File: config.mk
export PLATFORM = sky130hd
export DESIGN_NAME = entropy_pool_cookie_generator
export DESIGN_NICKNAME = d
export VERILOG_FILES = /design/src/rtl/epcg_pkg.sv /design/src/rtl/entropy_pool_cookie_generator.sv /design/src/rtl/epcg_front.sv /design/src/rtl/epcg_back.sv /design/src/rtl/epcg_out.sv
export SDC_FILE = /design/constraint.sdc
export NUM_CORES = 2
export LEC_CHECK = 0
export CAP_MARGIN = 10
export CORE_MARGIN = 8
export CORE_UTILIZATION = 60
export CTS_BUF_LIST = sky130_fd_sc_hd__clkbuf_2
export CTS_CLUSTER_SIZE = 12
export DETAILED_ROUTE_END_ITERATION = 16
export DONT_BUFFER_PORTS = 1
export PLACE_DENSITY = 0.79
export RECOVER_POWER = 100
export SETUP_SLACK_MARGIN = 0.4
export SYNTH_ARGS = -nofsm -noshare
export SYNTH_HDL_FRONTEND = slang
export SYNTH_HIERARCHICAL = 1
export SYNTH_SLANG_ARGS = --single-unit
File: constraint.sdc
create_clock -name clk -period 9.9 [get_ports clk]
set_input_delay 0.495 -clock clk [delete_from_list [all_inputs] [get_ports clk]]
set_output_delay 0.495 -clock clk [all_outputs]
set_load 0.02 [all_outputs]
File: src/rtl/epcg_pkg.sv
//------------------------------------------------------------------------------
// epcg_pkg
// Types, constants and tables shared by the entropy pool cookie generator.
//------------------------------------------------------------------------------
package epcg_pkg;

  localparam int WORD_W = 32;

  typedef struct packed {
    logic        req_type;
    logic [31:0] entropy_word;
    logic        long_output;
  } cmd_t;

  localparam logic [31:0] IV0 = 32'h67452301;
  localparam logic [31:0] IV1 = 32'hefcdab89;
  localparam logic [31:0] IV2 = 32'h98badcfe;
  localparam logic [31:0] IV3 = 32'h10325476;

  function automatic logic [31:0] twist(input logic [2:0] i);
    logic [31:0] r;
    case (i)
      3'd0: r = 32'h00000000;
      3'd1: r = 32'h3b6e20c8;
      3'd2: r = 32'h76dc4190;
      3'd3: r = 32'h4db26158;
      3'd4: r = 32'hedb88320;
      3'd5: r = 32'hd6d6a3e8;
      3'd6: r = 32'h9b64c2b0;
      default: r = 32'ha00ae278;
    endcase
    return r;
  endfunction

  function automatic logic [31:0] md5k(input logic [5:0] i);
    logic [31:0] r;
    case (i)
      6'd0: r = 32'hd76aa478; 6'd1: r = 32'he8c7b756; 6'd2: r = 32'h242070db;
      6'd3: r = 32'hc1bdceee; 6'd4: r = 32'hf57c0faf; 6'd5: r = 32'h4787c62a;
      6'd6: r = 32'ha8304613; 6'd7: r = 32'hfd469501; 6'd8: r = 32'h698098d8;
      6'd9: r = 32'h8b44f7af; 6'd10: r = 32'hffff5bb1; 6'd11: r = 32'h895cd7be;
      6'd12: r = 32'h6b901122; 6'd13: r = 32'hfd987193; 6'd14: r = 32'ha679438e;
      6'd15: r = 32'h49b40821; 6'd16: r = 32'hf61e2562; 6'd17: r = 32'hc040b340;
      6'd18: r = 32'h265e5a51; 6'd19: r = 32'he9b6c7aa; 6'd20: r = 32'hd62f105d;
      6'd21: r = 32'h02441453; 6'd22: r = 32'hd8a1e681; 6'd23: r = 32'he7d3fbc8;
      6'd24: r = 32'h21e1cde6; 6'd25: r = 32'hc33707d6; 6'd26: r = 32'hf4d50d87;
      6'd27: r = 32'h455a14ed; 6'd28: r = 32'ha9e3e905; 6'd29: r = 32'hfcefa3f8;
      6'd30: r = 32'h676f02d9; 6'd31: r = 32'h8d2a4c8a; 6'd32: r = 32'hfffa3942;
      6'd33: r = 32'h8771f681; 6'd34: r = 32'h6d9d6122; 6'd35: r = 32'hfde5380c;
      6'd36: r = 32'ha4beea44; 6'd37: r = 32'h4bdecfa9; 6'd38: r = 32'hf6bb4b60;
      6'd39: r = 32'hbebfbc70; 6'd40: r = 32'h289b7ec6; 6'd41: r = 32'heaa127fa;
      6'd42: r = 32'hd4ef3085; 6'd43: r = 32'h04881d05; 6'd44: r = 32'hd9d4d039;
      6'd45: r = 32'he6db99e5; 6'd46: r = 32'h1fa27cf8; 6'd47: r = 32'hc4ac5665;
      6'd48: r = 32'hf4292244; 6'd49: r = 32'h432aff97; 6'd50: r = 32'hab9423a7;
      6'd51: r = 32'hfc93a039; 6'd52: r = 32'h655b59c3; 6'd53: r = 32'h8f0ccc92;
      6'd54: r = 32'hffeff47d; 6'd55: r = 32'h85845dd1; 6'd56: r = 32'h6fa87e4f;
      6'd57: r = 32'hfe2ce6e0; 6'd58: r = 32'ha3014314; 6'd59: r = 32'h4e0811a1;
      6'd60: r = 32'hf7537e82; 6'd61: r = 32'hbd3af235; 6'd62: r = 32'h2ad7d2bb;
      default: r = 32'heb86d391;
    endcase
    return r;
  endfunction

  function automatic logic [4:0] md5s(input logic [3:0] i);
    logic [4:0] r;
    case (i)
      4'd0: r = 5'd7;   4'd1: r = 5'd12;  4'd2: r = 5'd17;  4'd3: r = 5'd22;
      4'd4: r = 5'd5;   4'd5: r = 5'd9;   4'd6: r = 5'd14;  4'd7: r = 5'd20;
      4'd8: r = 5'd4;   4'd9: r = 5'd11;  4'd10: r = 5'd16; 4'd11: r = 5'd23;
      4'd12: r = 5'd6;  4'd13: r = 5'd10; 4'd14: r = 5'd15; default: r = 5'd21;
    endcase
    return r;
  endfunction

  function automatic logic [31:0] rotl(input logic [31:0] x, input logic [4:0] s);
    logic [63:0] d;
    d = {x, x} << s;
    return d[63:32];
  endfunction

endpackage

File: src/rtl/entropy_pool_cookie_generator.sv
//------------------------------------------------------------------------------
// entropy_pool_cookie_generator
// Entropy pool with TGFSR mixing and MD5 extraction of cookie words.
//------------------------------------------------------------------------------
// channel | dir | tdata                           | tuser    | tlast
// s_axis  | in  | [31:0] entropy_word, [32] long  | req_type | -
// m_axis  | out | [31:0] out_word                 | -        | last
// Add beat: issue, six pool reads through one registered port, then write.
// Extract beat: issue, 128 MD5 steps (a read and a step each, two blocks of 64),
// a finalize and a pool mix after each block, then the result beats.
// After reset a clearing pass zeroes the pool; commands queue but wait.
// Two-entry command queue lets input beats land while results stall.
//------------------------------------------------------------------------------
module entropy_pool_cookie_generator import epcg_pkg::*; #(
  parameter int POOL_WORDS = 32
) (
  input  logic        clk,
  input  logic        rst,
  input  logic        s_axis_tvalid,
  output logic        s_axis_tready,
  input  logic [39:0] s_axis_tdata,  // [31:0] entropy_word, [32] long_output
  input  logic        s_axis_tuser,  // [0] req_type
  output logic        m_axis_tvalid,
  input  logic        m_axis_tready,
  output logic [31:0] m_axis_tdata,  // [31:0] out_word
  output logic        m_axis_tlast
);

  cmd_t        in_cmd;
  cmd_t        q_cmd;
  logic        q_valid, q_ready;
  logic        o_valid, o_ready, o_last;
  logic [31:0] o_word;

  assign in_cmd.req_type     = s_axis_tuser;
  assign in_cmd.entropy_word = s_axis_tdata[31:0];
  assign in_cmd.long_output  = s_axis_tdata[32];

  epcg_front u_front (
    .clk, .rst, .in_valid(s_axis_tvalid), .in_ready(s_axis_tready), .in_cmd,
    .q_valid, .q_ready, .q_cmd
  );

  epcg_back #(.POOL_WORDS(POOL_WORDS)) u_back (
    .clk, .rst, .q_valid, .q_ready, .q_cmd, .o_valid, .o_ready, .o_word, .o_last
  );

  epcg_out u_out (
    .clk, .rst, .i_valid(o_valid), .i_ready(o_ready), .i_word(o_word), .i_last(o_last),
    .tvalid(m_axis_tvalid), .tready(m_axis_tready), .tdata(m_axis_tdata),
    .tlast(m_axis_tlast)
  );

`ifndef SYNTHESIS
  a_out_hold: assert property (@(posedge clk) disable iff (rst)
    m_axis_tvalid && !m_axis_tready |=> m_axis_tvalid && $stable(m_axis_tdata))
    else $error("output beat changed while stalled");
  a_queue_stall: assert property (@(posedge clk) disable iff (rst)
    q_valid && !q_ready && !s_axis_tready |=> !s_axis_tready || q_ready)
    else $error("queue freed without pop");
  a_emit_pop: assert property (@(posedge clk) disable iff (rst)
    o_valid |-> !q_ready)
    else $error("command popped while results pending");
`endif

endmodule

File: src/rtl/epcg_front.sv
//------------------------------------------------------------------------------
// epcg_front
// Input stage and two-entry command queue toward the pool engine.
//------------------------------------------------------------------------------
module epcg_front import epcg_pkg::*; (
  input  logic  clk,
  input  logic  rst,
  input  logic  in_valid,
  output logic  in_ready,
  input  cmd_t  in_cmd,
  output logic  q_valid,
  input  logic  q_ready,
  output cmd_t  q_cmd
);

  cmd_t       slots [2];
  logic       wr_ptr;
  logic       rd_ptr;
  logic [1:0] count;
  logic       push;
  logic       pop;

  assign in_ready = (count != 2'd2);
  assign q_valid  = (count != 2'd0);
  assign q_cmd    = slots[rd_ptr];
  assign push     = in_valid && in_ready;
  assign pop      = q_valid && q_ready;

  always_ff @(posedge clk) begin
    if (push) begin
      slots[wr_ptr] <= in_cmd;
    end
    if (rst) begin
      wr_ptr <= 1'b0;
      rd_ptr <= 1'b0;
      count  <= 2'd0;
    end else begin
      if (push) wr_ptr <= ~wr_ptr;
      if (pop) rd_ptr <= ~rd_ptr;
      count <= count + {1'b0, push} - {1'b0, pop};
    end
  end

endmodule

File: src/rtl/epcg_back.sv
//------------------------------------------------------------------------------
// epcg_back
// Pool engine: TGFSR mixing over a pool memory and a shared MD5 round unit.
//------------------------------------------------------------------------------
module epcg_back import epcg_pkg::*; #(
  parameter int POOL_WORDS = 32
) (
  input  logic        clk,
  input  logic        rst,
  input  logic        q_valid,
  output logic        q_ready,
  input  cmd_t        q_cmd,
  output logic        o_valid,
  input  logic        o_ready,
  output logic [31:0] o_word,
  output logic        o_last
);

  localparam int AW = $clog2(POOL_WORDS);

  typedef enum logic [3:0] {
    S_IDLE, S_CLR, S_MIX_RD, S_MIX_ACC, S_MIX_WR, S_MD5_RD, S_MD5_STEP,
    S_MD5_FIN, S_EMIT
  } state_t;

  state_t      state;
  logic [31:0] pool [POOL_WORDS];
  logic [31:0] rdata;
  logic [AW-1:0] raddr;
  logic [AW-1:0] clr_addr;
  logic [4:0]  rot;
  logic [AW-1:0] ptr;
  logic [31:0] acc;
  logic [2:0]  tap;
  logic        rd_pend;
  logic        long_q;
  logic        phase;
  logic [6:0]  step;
  logic [31:0] a, b, c, d;
  logic [31:0] h0, h1, h2, h3;
  logic [1:0]  emit_idx;
  logic [AW-1:0] p_new;
  logic [AW-1:0] tap_off;
  logic [31:0] f;
  logic [3:0]  g;
  logic [5:0]  si;
  logic [31:0] t;
  logic [31:0] wmix;

  assign si    = step[5:0];
  assign p_new = ptr - AW'(1);

  always_comb begin
    case (tap)
      3'd0: tap_off = AW'(26);
      3'd1: tap_off = AW'(20);
      3'd2: tap_off = AW'(14);
      3'd3: tap_off = AW'(7);
      3'd4: tap_off = AW'(1);
      default: tap_off = AW'(0);
    endcase
  end

  always_comb begin
    case (si[5:4])
      2'd0: begin f = d ^ (b & (c ^ d)); g = si[3:0]; end
      2'd1: begin f = c ^ (d & (b ^ c)); g = 4'(5 * si + 1); end
      2'd2: begin f = b ^ c ^ d; g = 4'(3 * si + 5); end
      default: begin f = c ^ (b | ~d); g = 4'(7 * si); end
    endcase
  end

  assign t    = a + f + md5k(si) + rdata;
  assign wmix = acc ^ rdata;

  always_ff @(posedge clk) begin
    if (state == S_CLR) begin
      pool[clr_addr] <= '0;
    end else if (state == S_MIX_WR) begin
      pool[ptr] <= (wmix >> 3) ^ twist(wmix[2:0]);
    end
    rdata <= pool[raddr];
  end

  always_comb begin
    case (state)
      S_MIX_RD, S_MIX_ACC: raddr = ptr + tap_off;
      default: raddr = {phase, g};
    endcase
  end

  assign q_ready = (state == S_IDLE);
  assign o_valid = (state == S_EMIT);
  always_comb begin
    case (emit_idx)
      2'd0: o_word = h0;
      2'd1: o_word = h1;
      2'd2: o_word = h2;
      default: o_word = h3;
    endcase
  end
  assign o_last = long_q ? (emit_idx == 2'd3) : (emit_idx == 2'd1);

  always_ff @(posedge clk) begin
    if (rst) begin
      state    <= S_CLR;
      clr_addr <= '0;
      rot      <= '0;
      ptr      <= '0;
      emit_idx <= '0;
      phase    <= 1'b0;
      rd_pend  <= 1'b0;
    end else begin
      case (state)
        S_CLR: begin
          clr_addr <= clr_addr + AW'(1);
          if (clr_addr == AW'(POOL_WORDS - 1)) state <= S_IDLE;
        end
        S_IDLE: begin
          if (q_valid) begin
            long_q <= q_cmd.long_output;
            if (q_cmd.req_type) begin
              h0 <= IV0; h1 <= IV1; h2 <= IV2; h3 <= IV3;
              a <= IV0; b <= IV1; c <= IV2; d <= IV3;
              phase <= 1'b0;
              step <= '0;
              rd_pend <= 1'b1;
              state <= S_MD5_RD;
            end else begin
              acc   <= rotl(q_cmd.entropy_word, rot);
              rd_pend <= 1'b0;
              state <= S_MIX_RD;
            end
            ptr <= p_new;
            tap <= '0;
            if (!q_cmd.req_type) rot <= rot + ((p_new == '0) ? 5'd14 : 5'd7);
          end
        end
        S_MIX_RD: begin
          tap <= tap + 3'd1;
          state <= S_MIX_ACC;
        end
        S_MIX_ACC: begin
          acc <= wmix;
          if (tap == 3'd5) begin
            state <= S_MIX_WR;
          end else begin
            tap <= tap + 3'd1;
          end
        end
        S_MIX_WR: begin
          if (rd_pend) begin
            if (!phase) begin
              phase <= 1'b1;
              a <= h0; b <= h1; c <= h2; d <= h3;
              step <= '0;
              state <= S_MD5_RD;
            end else begin
              rd_pend <= 1'b0;
              emit_idx <= '0;
              state <= S_EMIT;
            end
          end else begin
            state <= S_IDLE;
          end
        end
        S_MD5_RD: state <= S_MD5_STEP;
        S_MD5_STEP: begin
          a <= d; d <= c; c <= b;
          b <= b + rotl(t, md5s({si[5:4], si[1:0]}));
          step <= step + 7'd1;
          state <= (si == 6'd63) ? S_MD5_FIN : S_MD5_RD;
        end
        S_MD5_FIN: begin
          h0 <= h0 + a; h1 <= h1 + b; h2 <= h2 + c; h3 <= h3 + d;
          acc <= rotl(phase ? (h2 + c) : (h0 + a), rot);
          if (phase) ptr <= ptr - AW'(1);
          rot <= rot + ((ptr - AW'(phase)) == '0 ? 5'd14 : 5'd7);
          tap <= '0;
          state <= S_MIX_RD;
        end
        S_EMIT: begin
          if (o_ready) begin
            emit_idx <= emit_idx + 2'd1;
            if (o_last) state <= S_IDLE;
          end
        end
        default: state <= S_IDLE;
      endcase
    end
  end

endmodule

File: src/rtl/epcg_out.sv
//------------------------------------------------------------------------------
// epcg_out
// Output pipeline register for result beats.
//------------------------------------------------------------------------------
module epcg_out (
  input  logic        clk,
  input  logic        rst,
  input  logic        i_valid,
  output logic        i_ready,
  input  logic [31:0] i_word,
  input  logic        i_last,
  output logic        tvalid,
  input  logic        tready,
  output logic [31:0] tdata,
  output logic        tlast
);

  assign i_ready = !tvalid || tready;

  always_ff @(posedge clk) begin
    if (i_valid && i_ready) begin
      tdata <= i_word;
      tlast <= i_last;
    end
    if (rst) begin
      tvalid <= 1'b0;
    end else if (i_ready) begin
      tvalid <= i_valid;
    end
  end

endmodule

==> impl_metrics.prom <==
# TYPE chip_impl_metric gauge
chip_impl_metric{name="dr_total_vias",unit=""} 59100
chip_impl_metric{name="cap_viol_max_count",unit=""} 44
chip_impl_metric{name="drive_gt1_share",unit="%"} 17.3
chip_impl_metric{name="total_leakage_power",unit="nW"} 33.4
chip_impl_metric{name="grt_start_max_net_pins",unit=""} 160
chip_impl_metric{name="p_per_area",unit="mW/mm^2"} 131
chip_impl_metric{name="ys_warn_count",unit=""} 6
chip_impl_metric{name="detailed_place.area",unit="sq mm"} 0.0835
chip_impl_metric{name="cp_data_arrival_time",unit="ns"} 10.97
chip_impl_metric{name="layout-area-overhead-vs-synth",unit="%"} 8.23
chip_impl_metric{name="cts_htree_levels",unit=""} 5
chip_impl_metric{name="tns",unit="ns"} 0
chip_impl_metric{name="wirelength_routed",unit="microns"} 249000
chip_impl_metric{name="row_count",unit=""} 135
chip_impl_metric{name="regToRegSetupSlack",unit="ns"} 0.27
chip_impl_metric{name="numPortBuffers",unit=""} 0
chip_impl_metric{name="synthesis.nets",unit=""} 6764
chip_impl_metric{name="max_freq",unit="MHz"} 104
chip_impl_metric{name="numCtsBuffers",unit=""} 379
chip_impl_metric{name="worst_ir_drop_vdd",unit="mV"} 0.167
chip_impl_metric{name="tritoncts_num_sinks",unit=""} 1521
chip_impl_metric{name="synth_top_area_share",unit="%"} 52.7
chip_impl_metric{name="cp.required",unit="ns"} 11.24
chip_impl_metric{name="synth_cell_types",unit=""} 112
chip_impl_metric{name="synth_enable_flop_cells",unit=""} 1423
chip_impl_metric{name="total_power",unit="mW"} 11.5
chip_impl_metric{name="chipHeight",unit="microns"} 384
chip_impl_metric{name="sequential_cell_area",unit="sq mm"} 0.0447
chip_impl_info{name="cp-end-kind",value="flip-flop"} 1
chip_impl_metric{name="number_of_antenna_violations_at_the_first_check_in_global_routing",unit=""} 7
chip_impl_metric{name="layout_min_cycle_time",unit="ns"} 9.63
chip_impl_metric{name="fin_skew",unit="ns"} 0.226
chip_impl_info{name="crit-reg2reg-launch",value="u_back/state[1]"} 1
chip_impl_metric{name="relSlewSlack",unit="%"} -222
chip_impl_metric{name="worst-path-max-fanout",unit=""} 60
chip_impl_info{name="regToRegEndpoint",value="u_back/acc[12]"} 1
chip_impl_info{name="root_buffer",value="sky130_fd_sc_hd__clkbuf_2"} 1
chip_impl_metric{name="clkTransAtPathRegs",unit="ns"} 0.12
chip_impl_metric{name="setup_viol",unit=""} 0
chip_impl_info{name="tritoncts",value="done"} 1
chip_impl_info{name="violations_in_the_final_reports",value="max-capacitance violations, max-slew violations"} 1
chip_impl_metric{name="timing.final.hold_violations",unit=""} 0
chip_impl_metric{name="synth.cell_area",unit="sq mm"} 0.0811
chip_impl_metric{name="dp.final_hpwl",unit="microns"} 157000
chip_impl_metric{name="yosys_register_bits",unit=""} 1521
chip_impl_metric{name="io-pin-count",unit=""} 80
chip_impl_metric{name="core_area",unit="sq mm"} 0.135
chip_impl_metric{name="synth_seq_area_share",unit="%"} 55.1
chip_impl_info{name="rsz0062_at_grt",value="no"} 1
chip_impl_metric{name="synth_area_per_cell",unit="sq um"} 12.7
chip_impl_metric{name="report.final.slew_viol_count",unit=""} 1552
chip_impl_metric{name="design_area",unit="sq mm"} 0.0878
chip_impl_metric{name="floorplan.die_area",unit="sq mm"} 0.147
chip_impl_metric{name="worst-r2r-cell-count",unit=""} 11
chip_impl_info{name="synth_top_cell_by_area",value="sky130_fd_sc_hd__edfxtp_1"} 1
chip_impl_metric{name="die_w",unit="microns"} 384
chip_impl_metric{name="post_drt_via_cell_ratio",unit=""} 6.76
chip_impl_metric{name="final_antenna_net_count",unit=""} 0
chip_impl_metric{name="clk_path_buf_depth",unit=""} 4
chip_impl_metric{name="min_path_cells",unit=""} 4
chip_impl_metric{name="routed_wire_length_per_instance",unit="microns"} 28.4
chip_impl_metric{name="min_period_over_period",unit="%"} 97.3
chip_impl_metric{name="synth_async_sr_flop_share",unit="%"} 0
chip_impl_info{name="status",value="complete, but fails checks"} 1
chip_impl_metric{name="finish.net_count",unit=""} 7052
chip_impl_info{name="synth_flop_cell",value="sky130_fd_sc_hd__edfxtp_1"} 1
chip_impl_info{name="criticalPathCategory",value="reg -> reg"} 1
chip_impl_metric{name="effective_utilization_at_floorplan",unit="%"} 60.2
chip_impl_metric{name="number_of_instances_in_the_synthesized_netlist",unit=""} 6409
chip_impl_info{name="synth_area_leaders",value="sky130_fd_sc_hd__edfxtp_1 (53%), sky130_fd_sc_hd__mux4_2 (7.7%), sky130_fd_sc_hd__ha_1 (3.7%)"} 1
chip_impl_metric{name="first_iter_violations",unit=""} 8332
chip_impl_info{name="commonest_cells_after_routing_fill_and_taps_aside",value="sky130_fd_sc_hd__edfxtp_1 (1423), sky130_fd_sc_hd__clkbuf_2 (581), sky130_fd_sc_hd__nand2_1 (543)"} 1
chip_impl_info{name="worstHoldStart",value="s_axis_tvalid"} 1
chip_impl_metric{name="globalRouteTotalUtil",unit="%"} 32.7
chip_impl_metric{name="grt-ovfl-total",unit=""} 0
chip_impl_info{name="critPathLaunchType",value="flip-flop"} 1
chip_impl_metric{name="multiInputGateArea",unit="sq mm"} 0.0344
chip_impl_info{name="worst_hold_endpoint",value="u_front/wr_ptr"} 1
chip_impl_metric{name="gp_congestion",unit=""} 1.02
chip_impl_metric{name="first_global_vias",unit=""} 57500
chip_impl_metric{name="post_route_drc",unit=""} 0
chip_impl_metric{name="nFillCells",unit=""} 9744
chip_impl_metric{name="worst_skew_pair.late_latency",unit="ns"} 1.79
chip_impl_metric{name="global_route_wire_length_before_repair",unit="microns"} 362000
chip_impl_info{name="timing.hold.worst.class",value="in -> reg"} 1
chip_impl_metric{name="worst_pin_slew",unit="ns"} 4.83
chip_impl_info{name="most_common_cell_after_layout_fill_and_taps_aside",value="sky130_fd_sc_hd__edfxtp_1"} 1
chip_impl_metric{name="detailedRoute.firstPassIterationCount",unit=""} 7
## Yosys cell counts (all sizes together), types with 23 or more instances
library cell,number
edfxtp,1423
nand2,544
nor2,478
o21ai,407
mux2i,288
a21oi,287
mux4,280
inv,275
clkbuf,259
ha,240
xnor2,190
mux2,142
buf,111
o211ai,104
dfxtp,98
xor2,93
nand3,85
a21o,81
nor3,81
fa,70
a31oi,63
nand2b,53
a211oi,50
and3,47
o21a,45
o221ai,45
o22ai,43
and2,39
nor2b,38
a222oi,33
o31ai,30
nor3b,27
a211o,24
nand4,24
o21bai,23
## layout make-up
| cell class | instances | share of cell area [%] |
|---|---|---|
| Antenna cell | 13 | 0.0371 |
| Clock buffer | 549 | 3.13 |
| Clock inverter | 84 | 0.468 |
| Timing Repair Buffer | 277 | 2.57 |
| Multi-Input combinational cell | 4239 | 39.1 |
| Inverter | 279 | 1.19 |
| Sequential cell | 1521 | 50.9 |
| Tap cell | 1781 | 2.54 |
## cells by family after synthesis
family	count (synthesis)	synth area share, %
adders and majority gates	311	5.44
buffers and inverters	649	3.07
and+or+nand+nor	1512	8.44
AOI/OAI and AO/OA	1423	11.5
muxes	710	13.3
xor gates and xnor gates	283	3.07
DFF	1521	55.1
## worst max-delay path by stage
stage	depth (start not counted)	slack, ns	end	from
3_3_place_gp	38	0.49	u_back/b[28]	u_back/step[4]
5_1_grt	41	0.21	u_back/b[28]	u_back/step[4]
4_1_cts	39	0.46	u_back/b[24]	u_back/step[4]
6_report	11	0.27	u_back/acc[12]	u_back/state[1]
2_1_floorplan	40	0.52	u_back/b[24]	u_back/step[4]
3_5_place_dp	39	0.34	u_back/b[24]	u_back/step[4]
## state kept, by name, summed over array words and instances (netlist names), 2 cells and up, named ones only
register	cells
u_back/pool	1024
u_back/clr_addr	5
u_back/h1	32
u_out/tdata	32
u_back/d	32
u_back/h2	32
u_back/c	32
u_back/h3	32
u_back/ptr	5
u_back/b	32
u_back/acc	32
u_back/step	6
u_front/count	2
u_back/a	32
u_back/h0	32
u_back/rdata	32
u_back/rot	5
u_front/slots	68
u_back/tap	3
u_back/emit_idx	2
u_back/state	4
## where the power goes
group	internal (mW)	switching, mW
clock network	1.54	2.53
registers	7.01	0.0286
logic	0.151	0.246
## worst max-delay path, cell delays in order, from the launching register on
cell	delay, ns
sky130_fd_sc_hd__dfxtp_1	0.37
sky130_fd_sc_hd__clkbuf_1	2.03
sky130_fd_sc_hd__nand2_1	1.24
sky130_fd_sc_hd__or2_0	2.01
sky130_fd_sc_hd__buf_4	0.91
sky130_fd_sc_hd__a222oi_1	1.07
sky130_fd_sc_hd__mux2i_1	0.35
sky130_fd_sc_hd__mux2_2	0.35
sky130_fd_sc_hd__o21ai_0	0.41
sky130_fd_sc_hd__a22o_1	0.22
sky130_fd_sc_hd__a21o_1	0.11
sky130_fd_sc_hd__o221ai_1	0.18
## layer usage
metal  share of wire, %  vias up  global-route usage, %
met5             0.0056        -                      0
met4                8.0        2                   21.9
met3                 11     1064                   7.87
met2                 47     4241                   52.7
met1                 34    28600                   39.3
li1                   -    25200                      -
## metrics by stage
stage	setup slack (ns)	instances	util, %	hold WS [ns]
CTS	0.462	8716	65.2	0.00939
global placement	0.490	7970	62.0	0.480
global route	0.207	8738	65.1	0.132
floorplan	0.516	6409	-	0.465
detailed placement	0.337	7970	62.0	0.493
finish	0.271	8743	65.1	0.257
## what timing repair did
action                                  4_1_cts  5_1_grt
pin swaps                                     0        8
hold endpoints to repair                    360        0
endpoints found under the setup margin        2       17
hold buffers                                113        0
gates cloned                                  0        1
gates resized for setup                       2       43
setup buffers                                 0       11
(Power assumes the default switching activity.)
